$ cat src/rtl/acel_pkg.sv
// acel_pkg: shared types, constants and the credit table of the ack credit unit
// no dependencies; used by every module under rtl/
`timescale 1ns / 1ps
`default_nettype none

package acel_pkg;

    localparam int SEQ_BITS        = 24;
    localparam int RING_INDEX_BITS = 16;
    localparam int SIZE_BITS       = 16;
    localparam int CODE_BITS       = 5;
    localparam int CREDIT_BITS     = 16;
    localparam int ACK_BITS        = 32;
    localparam int CFG_DATA_BITS   = 16;
    localparam int CFG_INDEX_BITS  = 1;

    // credit code field of an ack word
    localparam int CODE_LSB = SEQ_BITS;
    localparam int CODE_MSB = SEQ_BITS + CODE_BITS - 1;

    localparam logic [CODE_BITS-1:0] CODE_INVALID = 5'd31;
    localparam logic [CODE_BITS-1:0] CODE_MAX     = 5'd30;

    localparam logic [SIZE_BITS-1:0] RQ_SIZE_RESET = 16'd256;

    // configuration register indexes
    localparam logic [CFG_INDEX_BITS-1:0] CFG_RQ_SIZE   = 1'b0;
    localparam logic [CFG_INDEX_BITS-1:0] CFG_SHARED_RQ = 1'b1;

    typedef enum logic [1:0] {
        ACT_BUILD = 2'd0,
        ACT_TAKE  = 2'd1,
        ACT_WAIT  = 2'd2
    } action_t;

    // credit-limit state after one item, handed to the result stage
    typedef struct packed {
        logic [SEQ_BITS-1:0] limit;
        logic                unlimited;
        logic                wake;
    } limit_status_t;

    // credits granted by each code; the invalid code grants none
    function automatic logic [CREDIT_BITS-1:0] credit_of_code(input logic [CODE_BITS-1:0] code);
        logic [CREDIT_BITS-1:0] credit;
        case (code)
            5'd0:    credit = 16'd0;
            5'd1:    credit = 16'd1;
            5'd2:    credit = 16'd2;
            5'd3:    credit = 16'd3;
            5'd4:    credit = 16'd4;
            5'd5:    credit = 16'd6;
            5'd6:    credit = 16'd8;
            5'd7:    credit = 16'd12;
            5'd8:    credit = 16'd16;
            5'd9:    credit = 16'd24;
            5'd10:   credit = 16'd32;
            5'd11:   credit = 16'd48;
            5'd12:   credit = 16'd64;
            5'd13:   credit = 16'd96;
            5'd14:   credit = 16'd128;
            5'd15:   credit = 16'd192;
            5'd16:   credit = 16'd256;
            5'd17:   credit = 16'd384;
            5'd18:   credit = 16'd512;
            5'd19:   credit = 16'd768;
            5'd20:   credit = 16'd1024;
            5'd21:   credit = 16'd1536;
            5'd22:   credit = 16'd2048;
            5'd23:   credit = 16'd3072;
            5'd24:   credit = 16'd4096;
            5'd25:   credit = 16'd6144;
            5'd26:   credit = 16'd8192;
            5'd27:   credit = 16'd12288;
            5'd28:   credit = 16'd16384;
            5'd29:   credit = 16'd24576;
            5'd30:   credit = 16'd32768;
            default: credit = 16'd0;
        endcase
        return credit;
    endfunction

endpackage

`default_nettype wire

$ cat src/rtl/ack_credit_encode_and_limit.sv
// ack_credit_encode_and_limit: top level, input and result registers, config
// depends on acel_pkg, acel_encode, acel_limit
`timescale 1ns / 1ps
`default_nettype none

// End-to-end credit unit for one reliable queue pair. Every accepted item
// gives exactly one result item. Action build packs the receive ring's
// free-credit code (or the invalid code when a shared receive queue is
// configured) above msn in ack_word; action take reads ack_in and, if not yet
// unlimited, switches to unlimited mode or raises the 24-bit send limit when
// ahead, setting wake_sender if a waiting sender is released; action wait
// marks the sender as waiting. limit_out and unlimited_out always show the
// state after the item. Throughput is one item per clock while m_ready does
// not stall the result register: an item sits in the input register, passes
// through the ring clamp, credit encoder and limit compare, and lands in the
// result register, which drives m_valid. The limit state is updated as the
// item moves into the result register, so the next item already sees it.
// rq_size and shared_rq reset to 256 and 0; the user must write them through
// cfg_wr_en/cfg_index/cfg_data only while the block is idle (not enforced).
module ack_credit_encode_and_limit (
    input  wire logic                                 aclk,
    input  wire logic                                 aresetn,

    // configuration writes
    input  wire logic                                 cfg_wr_en,
    input  wire logic [acel_pkg::CFG_INDEX_BITS-1:0]  cfg_index,
    input  wire logic [acel_pkg::CFG_DATA_BITS-1:0]   cfg_data,

    // input items
    input  wire logic                                 s_valid,
    output logic                                      s_ready,
    input  wire logic [1:0]                           s_action,
    input  wire logic [acel_pkg::SEQ_BITS-1:0]        s_msn,
    input  wire logic [acel_pkg::RING_INDEX_BITS-1:0] s_rq_head,
    input  wire logic [acel_pkg::RING_INDEX_BITS-1:0] s_rq_tail,
    input  wire logic [acel_pkg::ACK_BITS-1:0]        s_ack_in,

    // result items
    output logic                                      m_valid,
    input  wire logic                                 m_ready,
    output logic      [acel_pkg::ACK_BITS-1:0]        m_ack_word,
    output logic      [acel_pkg::SEQ_BITS-1:0]        m_limit_out,
    output logic                                      m_unlimited_out,
    output logic                                      m_wake_sender
);

    // configuration registers
    logic [acel_pkg::SIZE_BITS-1:0] rq_size_reg;
    logic                           shared_rq_reg;

    // input register
    logic                                 in_valid_reg;
    logic [1:0]                           in_action_reg;
    logic [acel_pkg::SEQ_BITS-1:0]        in_msn_reg;
    logic [acel_pkg::RING_INDEX_BITS-1:0] in_head_reg;
    logic [acel_pkg::RING_INDEX_BITS-1:0] in_tail_reg;
    logic [acel_pkg::ACK_BITS-1:0]        in_ack_reg;

    // result register
    logic                                 out_valid_reg;
    logic [acel_pkg::ACK_BITS-1:0]        out_word_reg;
    logic [acel_pkg::SEQ_BITS-1:0]        out_limit_reg;
    logic                                 out_unlimited_reg;
    logic                                 out_wake_reg;

    logic                                 out_free;
    logic                                 advance;
    logic [acel_pkg::ACK_BITS-1:0]        enc_word;
    logic [acel_pkg::ACK_BITS-1:0]        ack_word_next;
    acel_pkg::limit_status_t              lim_status;

    // result slot empties this cycle or already is empty
    assign out_free = !out_valid_reg || m_ready;
    // item in the input register moves into the result register
    assign advance  = in_valid_reg && out_free;
    // input register can take a new item while the held one moves on
    assign s_ready  = !in_valid_reg || out_free;

    always_ff @(posedge aclk) begin
        if (!aresetn) begin
            rq_size_reg   <= acel_pkg::RQ_SIZE_RESET;
            shared_rq_reg <= 1'b0;
        end else if (cfg_wr_en) begin
            case (cfg_index)
                acel_pkg::CFG_RQ_SIZE:   rq_size_reg   <= cfg_data;
                acel_pkg::CFG_SHARED_RQ: shared_rq_reg <= cfg_data[0];
                default: begin
                end
            endcase
        end
    end

    // input stage valid
    always_ff @(posedge aclk) begin
        if (!aresetn) begin
            in_valid_reg <= 1'b0;
        end else if (s_ready) begin
            in_valid_reg <= s_valid;
        end
    end

    // input stage payload, no reset needed
    always_ff @(posedge aclk) begin
        if (s_valid && s_ready) begin
            in_action_reg <= s_action;
            in_msn_reg    <= s_msn;
            in_head_reg   <= s_rq_head;
            in_tail_reg   <= s_rq_tail;
            in_ack_reg    <= s_ack_in;
        end
    end

    acel_encode u_encode (
        .msn       (in_msn_reg),
        .rq_head   (in_head_reg),
        .rq_tail   (in_tail_reg),
        .rq_size   (rq_size_reg),
        .shared_rq (shared_rq_reg),
        .ack_word  (enc_word)
    );

    acel_limit u_limit (
        .aclk    (aclk),
        .aresetn (aresetn),
        .fire    (advance),
        .action  (in_action_reg),
        .ack_in  (in_ack_reg),
        .status  (lim_status)
    );

    // ack word only for build, zero for every other action
    assign ack_word_next = (in_action_reg == acel_pkg::ACT_BUILD) ? enc_word : '0;

    // result stage valid
    always_ff @(posedge aclk) begin
        if (!aresetn) begin
            out_valid_reg <= 1'b0;
        end else if (out_free) begin
            out_valid_reg <= in_valid_reg;
        end
    end

    // result stage payload
    always_ff @(posedge aclk) begin
        if (advance) begin
            out_word_reg      <= ack_word_next;
            out_limit_reg     <= lim_status.limit;
            out_unlimited_reg <= lim_status.unlimited;
            out_wake_reg      <= lim_status.wake;
        end
    end

    assign m_valid         = out_valid_reg;
    assign m_ack_word      = out_word_reg;
    assign m_limit_out     = out_limit_reg;
    assign m_unlimited_out = out_unlimited_reg;
    assign m_wake_sender   = out_wake_reg;

    // a held input item must not be lost or changed while the result side stalls
    a_hold_input: assert property (@(posedge aclk) disable iff (!aresetn)
        in_valid_reg && !out_free |=> in_valid_reg && $stable(in_ack_reg)
                                      && $stable(in_action_reg))
        else $error("input stage dropped or changed a stalled item");

    // unlimited mode is sticky until reset
    a_unlimited_sticky: assert property (@(posedge aclk) disable iff (!aresetn)
        advance && out_unlimited_reg && out_valid_reg |-> lim_status.unlimited)
        else $error("unlimited mode cleared without reset");

    // only a take action may wake the sender
    a_wake_on_take: assert property (@(posedge aclk) disable iff (!aresetn)
        advance && lim_status.wake |-> in_action_reg == acel_pkg::ACT_TAKE)
        else $error("sender woken by a non-take item");

    // shared receive queue always advertises the invalid code on build
    a_shared_code: assert property (@(posedge aclk) disable iff (!aresetn)
        advance && shared_rq_reg && in_action_reg == acel_pkg::ACT_BUILD
        |=> out_word_reg[acel_pkg::CODE_MSB:acel_pkg::CODE_LSB] == acel_pkg::CODE_INVALID)
        else $error("shared queue built a credit code other than invalid");

endmodule

`default_nettype wire

$ cat src/rtl/acel_encode.sv
// acel_encode: builds the outgoing ack word from ring indexes and msn
// depends on acel_pkg (credit table, widths)
`timescale 1ns / 1ps
`default_nettype none

module acel_encode (
    input  wire logic [acel_pkg::SEQ_BITS-1:0]        msn,
    input  wire logic [acel_pkg::RING_INDEX_BITS-1:0] rq_head,
    input  wire logic [acel_pkg::RING_INDEX_BITS-1:0] rq_tail,
    input  wire logic [acel_pkg::SIZE_BITS-1:0]       rq_size,
    input  wire logic                                 shared_rq,
    output logic      [acel_pkg::ACK_BITS-1:0]        ack_word
);

    logic [acel_pkg::SIZE_BITS-1:0] head;
    logic [acel_pkg::SIZE_BITS-1:0] tail;
    logic [acel_pkg::SIZE_BITS-1:0] wrap_sum;
    logic [acel_pkg::SIZE_BITS-1:0] free_count;
    logic [acel_pkg::CODE_BITS-1:0] code;

    always_comb begin
        // out-of-range indexes count as zero
        head = (rq_head < rq_size) ? rq_head : '0;
        tail = (rq_tail < rq_size) ? rq_tail : '0;
        // wrapped count stays below rq_size, so it fits the size width
        wrap_sum = head + rq_size - tail;
        if (head >= tail) begin
            free_count = head - tail;
        end else begin
            free_count = wrap_sum;
        end
    end

    // largest code whose credit fits, table is monotonic
    always_comb begin
        code = '0;
        for (int k = 1; k <= 30; k++) begin
            if (acel_pkg::credit_of_code(k[acel_pkg::CODE_BITS-1:0]) <= free_count) begin
                code = k[acel_pkg::CODE_BITS-1:0];
            end
        end
        if (shared_rq) begin
            code = acel_pkg::CODE_INVALID;
        end
    end

    assign ack_word = {{(acel_pkg::ACK_BITS - acel_pkg::CODE_MSB - 1){1'b0}}, code, msn};

endmodule

`default_nettype wire

$ cat src/rtl/acel_limit.sv
// acel_limit: send limit, unlimited mode and waiting-sender state
// depends on acel_pkg (action codes, status struct, credit table)
`timescale 1ns / 1ps
`default_nettype none

module acel_limit (
    input  wire logic                            aclk,
    input  wire logic                            aresetn,
    input  wire logic                            fire,
    input  wire logic [1:0]                      action,
    input  wire logic [acel_pkg::ACK_BITS-1:0]   ack_in,
    output acel_pkg::limit_status_t              status
);

    logic [acel_pkg::SEQ_BITS-1:0]  send_limit_reg, send_limit_next;
    logic                           unlimited_reg, unlimited_next;
    logic                           waiting_reg, waiting_next;
    logic                           wake;

    logic [acel_pkg::CODE_BITS-1:0] code;
    logic [acel_pkg::SEQ_BITS-1:0]  cand;
    logic [acel_pkg::SEQ_BITS-1:0]  diff;
    logic                           ahead;

    assign code  = ack_in[acel_pkg::CODE_MSB:acel_pkg::CODE_LSB];
    assign cand  = ack_in[acel_pkg::SEQ_BITS-1:0]
                 + {{(acel_pkg::SEQ_BITS - acel_pkg::CREDIT_BITS){1'b0}},
                    acel_pkg::credit_of_code(code)};
    assign diff  = cand - send_limit_reg;
    // serial compare: ahead by 1 to half the sequence space minus one
    assign ahead = (diff != '0) && !diff[acel_pkg::SEQ_BITS-1];

    always_comb begin
        send_limit_next = send_limit_reg;
        unlimited_next  = unlimited_reg;
        waiting_next    = waiting_reg;
        wake            = 1'b0;
        case (action)
            acel_pkg::ACT_TAKE: begin
                if (!unlimited_reg) begin
                    if (code == acel_pkg::CODE_INVALID) begin
                        unlimited_next = 1'b1;
                        wake           = waiting_reg;
                        waiting_next   = 1'b0;
                    end else if (ahead) begin
                        send_limit_next = cand;
                        wake            = waiting_reg;
                        waiting_next    = 1'b0;
                    end
                end
            end
            acel_pkg::ACT_WAIT: begin
                waiting_next = 1'b1;
            end
            default: begin
            end
        endcase
    end

    always_ff @(posedge aclk) begin
        if (!aresetn) begin
            send_limit_reg <= '0;
            unlimited_reg  <= 1'b0;
            waiting_reg    <= 1'b0;
        end else if (fire) begin
            send_limit_reg <= send_limit_next;
            unlimited_reg  <= unlimited_next;
            waiting_reg    <= waiting_next;
        end
    end

    assign status.limit     = send_limit_next;
    assign status.unlimited = unlimited_next;
    assign status.wake      = wake;

endmodule

`default_nettype wire

$ cat config.mk
export PLATFORM = sky130hd
export DESIGN_NAME = ack_credit_encode_and_limit
export DESIGN_NICKNAME = d
export VERILOG_FILES = /design/src/rtl/acel_pkg.sv /design/src/rtl/ack_credit_encode_and_limit.sv /design/src/rtl/acel_encode.sv /design/src/rtl/acel_limit.sv
export SDC_FILE = /design/constraint.sdc
export NUM_CORES = 1
export LEC_CHECK = 0
export ABC_AREA = 1
export BUFFER_PORTS_ARGS = -buffer_cell sky130_fd_sc_hd__buf_2
export CAP_MARGIN = 20
export CORE_MARGIN = 5
export CORE_UTILIZATION = 35
export CTS_CLUSTER_SIZE = 28
export DETAILED_ROUTE_END_ITERATION = 10
export SYNTH_ARGS = -nofsm -noshare
export SYNTH_HDL_FRONTEND = slang
export SYNTH_HIERARCHICAL = 1
export SYNTH_SLANG_ARGS = --single-unit
$ cat constraint.sdc
create_clock -name aclk -period 9.9 [get_ports aclk]
set_input_delay 0.99 -clock aclk [delete_from_list [all_inputs] [get_ports aclk]]
set_output_delay 0.99 -clock aclk [all_outputs]
set_load 0.005 [all_outputs]
==> impl_metrics.json <==
{
  "avgSynthCellArea_sq_um": 7.984,
  "insertion_delay_ns": 0.47,
  "layout-drive-gt1-share": 0.1653,
  "setup_viol": 0,
  "drt-vias-per-instance": 4.685,
  "hold_ws_ns": 0.4729,
  "layout_commonest_cell": "nand2_1",
  "drv_slew": 0,
  "overflow": 0,
  "cts_htree_levels": 4,
  "boundaryPins": 172,
  "skew_ns": 0.02116,
  "hpwl_um": 27450,
  "fmax_ghz": 0.1723,
  "numCtsBuffers": 17,
  "status": "completed",
  "p_switching_mw": 1.064,
  "p_per_area_nw_per_um2": 176.6,
  "end_kind": "flip-flop",
  "combinationalPowerShare": 0.386,
  "initial_core_util": 0.3519,
  "diodes": 0,
  "cap_violations": 0,
  "worst_pin_slew_ns": 0.9532,
  "drtPass1Iterations": 5,
  "cts_hold_buf": 0,
  "post-route-period-util": 0.5862,
  "hp-class": "reg -> reg",
  "peakVddDrop_mv": 0.1179,
  "drtIter0Drc": 626,
  "regArea_sq_um": 5255,
  "critPathSlowestCell": "edfxtp_1",
  "worstSetupPathType": "reg -> reg",
  "grt_pass1_vias": 11280,
  "clk_pin_slew_ns": 0.08,
  "cts_tree": "done",
  "wl_per_cell_um": 14.28,
  "cp_max_fo": 14,
  "mostFrequentLayoutCells": "nand2_1, inv_1, buf_2",
  "vias": 11300,
  "largest_reg_flops": 32,
  "seqPwrFrac": 0.340,
  "multi_input_area_sq_um": 7033,
  "ctsRootBufferMaster": "clkbuf_16",
  "grt_pass1_wl_um": 55770,
  "start_kind": "flip-flop",
  "drt_wl_total_um": 34450,
  "finalSetupTns_ns": 0,
  "synth_cells": 1739,
  "ys_warn_count": 6,
  "antenna_found_initial": 0,
  "post_cts_buffers": 0,
  "ant_nets": 0,
  "numPortBuffers": 168,
  "globalplace.congestion": 0.8894,
  "area_delta_synth_final_pct": 12.81,
  "fin_area_sq_um": 15660,
  "cpPeakStageDelay_ns": 0.51,
  "arrival_ns": 6.13,
  "min_period_ns": 5.804,
  "final_util": 0.3969,
  "fill_cells": 4034,
  "layout.nets": 2106,
  "cts_num_sinks": 190,
  "required_ns": 10.22,
  "post_dp_cell_area_sq_um": 15000,
  "fp-row-count": 73,
  "final-hold-violation-count": 0,
  "p_int_mw": 1.702,
  "cpMostUsedCell": "nand2_1",
  "ctsResizeCount": 0,
  "cts_max_path_buffers": 2,
  "grt_max_degree": 59,
  "relSlewSlack": 0.3638,
  "track_usage": 0.1575,
  "drc": 0,
  "clockPowerShare": 0.274,
  "syn_area_sq_um": 13880,
  "die_area_sq_um": 43750,
  "leakage_nw": 7.744,
  "die_x_um": 209.2,
  "core_sq_um": 39460,
  "rsz0062_at_grt": "no",
  "dieHeight_um": 209.2,
  "p_sw_frac": 0.3846
}
-- layer usage --
metal,vias up,global-route usage,share of wire
li1,5864,-,-
met1,5165,0.1935,0.45
met2,232,0.2779,0.49
met3,40,0.03378,0.040
met4,0,0.04590,0.021
met5,-,0,0
-- path summary, 6_finish.rpt --
check,from,to,slack [ns],cells past startpoint
setup reg to reg,in_tail_reg[15],m_ack_word[24],4.10,40
setup / recovery,in_tail_reg[15],m_ack_word[24],4.10,40
hold reg to reg,u_limit/waiting_reg,u_limit/waiting_reg,0.47,2
hold / removal,u_limit/waiting_reg,u_limit/waiting_reg,0.47,2
-- power groups by stage --
| stage | sequential (mW) | clock [mW] | combinational (mW) |
|---|---|---|---|
| after floorplan | 0.953 | 0 | 0.841 |
| after global placement | 0.956 | 0 | 1.05 |
| after detailed placement | 0.958 | 0 | 1.06 |
| after CTS | 0.940 | 0.790 | 1.07 |
| after global routing | 0.945 | 0.819 | 1.22 |
| final | 0.939 | 0.758 | 1.07 |
-- cell type report --
type	instances	area share
Clock buffer	22	0.03371
Multi-Input combinational cell	1185	0.4491
Sequential cell	190	0.3355
Tap cell	525	0.04194
Clock inverter	10	0.008468
Inverter	307	0.07390
Timing Repair Buffer	173	0.05736
-- critical path: cells and delay by family (launching register included) --
| family | cells | cell delay (ns) |
|---|---|---|
| buffers and inverters | 6 | 0.62 |
| and+or+nand+nor | 29 | 2.91 |
| adders and majority gates | 3 | 1.31 |
| AOI/OAI and AO/OA | 2 | 0.33 |
| DFF | 1 | 0.51 |
-- stage by stage --
| stage | cells | total power [mW] | worst slack [ns] |
|---|---|---|---|
| floorplan | 1741 | 1.794 | 4.828 |
| global placement | 2379 | 2.006 | 4.175 |
| detailed placement | 2380 | 2.022 | 4.110 |
| CTS | 2412 | 2.800 | 4.103 |
| global route | 2412 | 2.983 | 3.454 |
| finish | 2412 | 2.766 | 4.096 |
No activity file was read; power rests on OpenSTA's default activity.
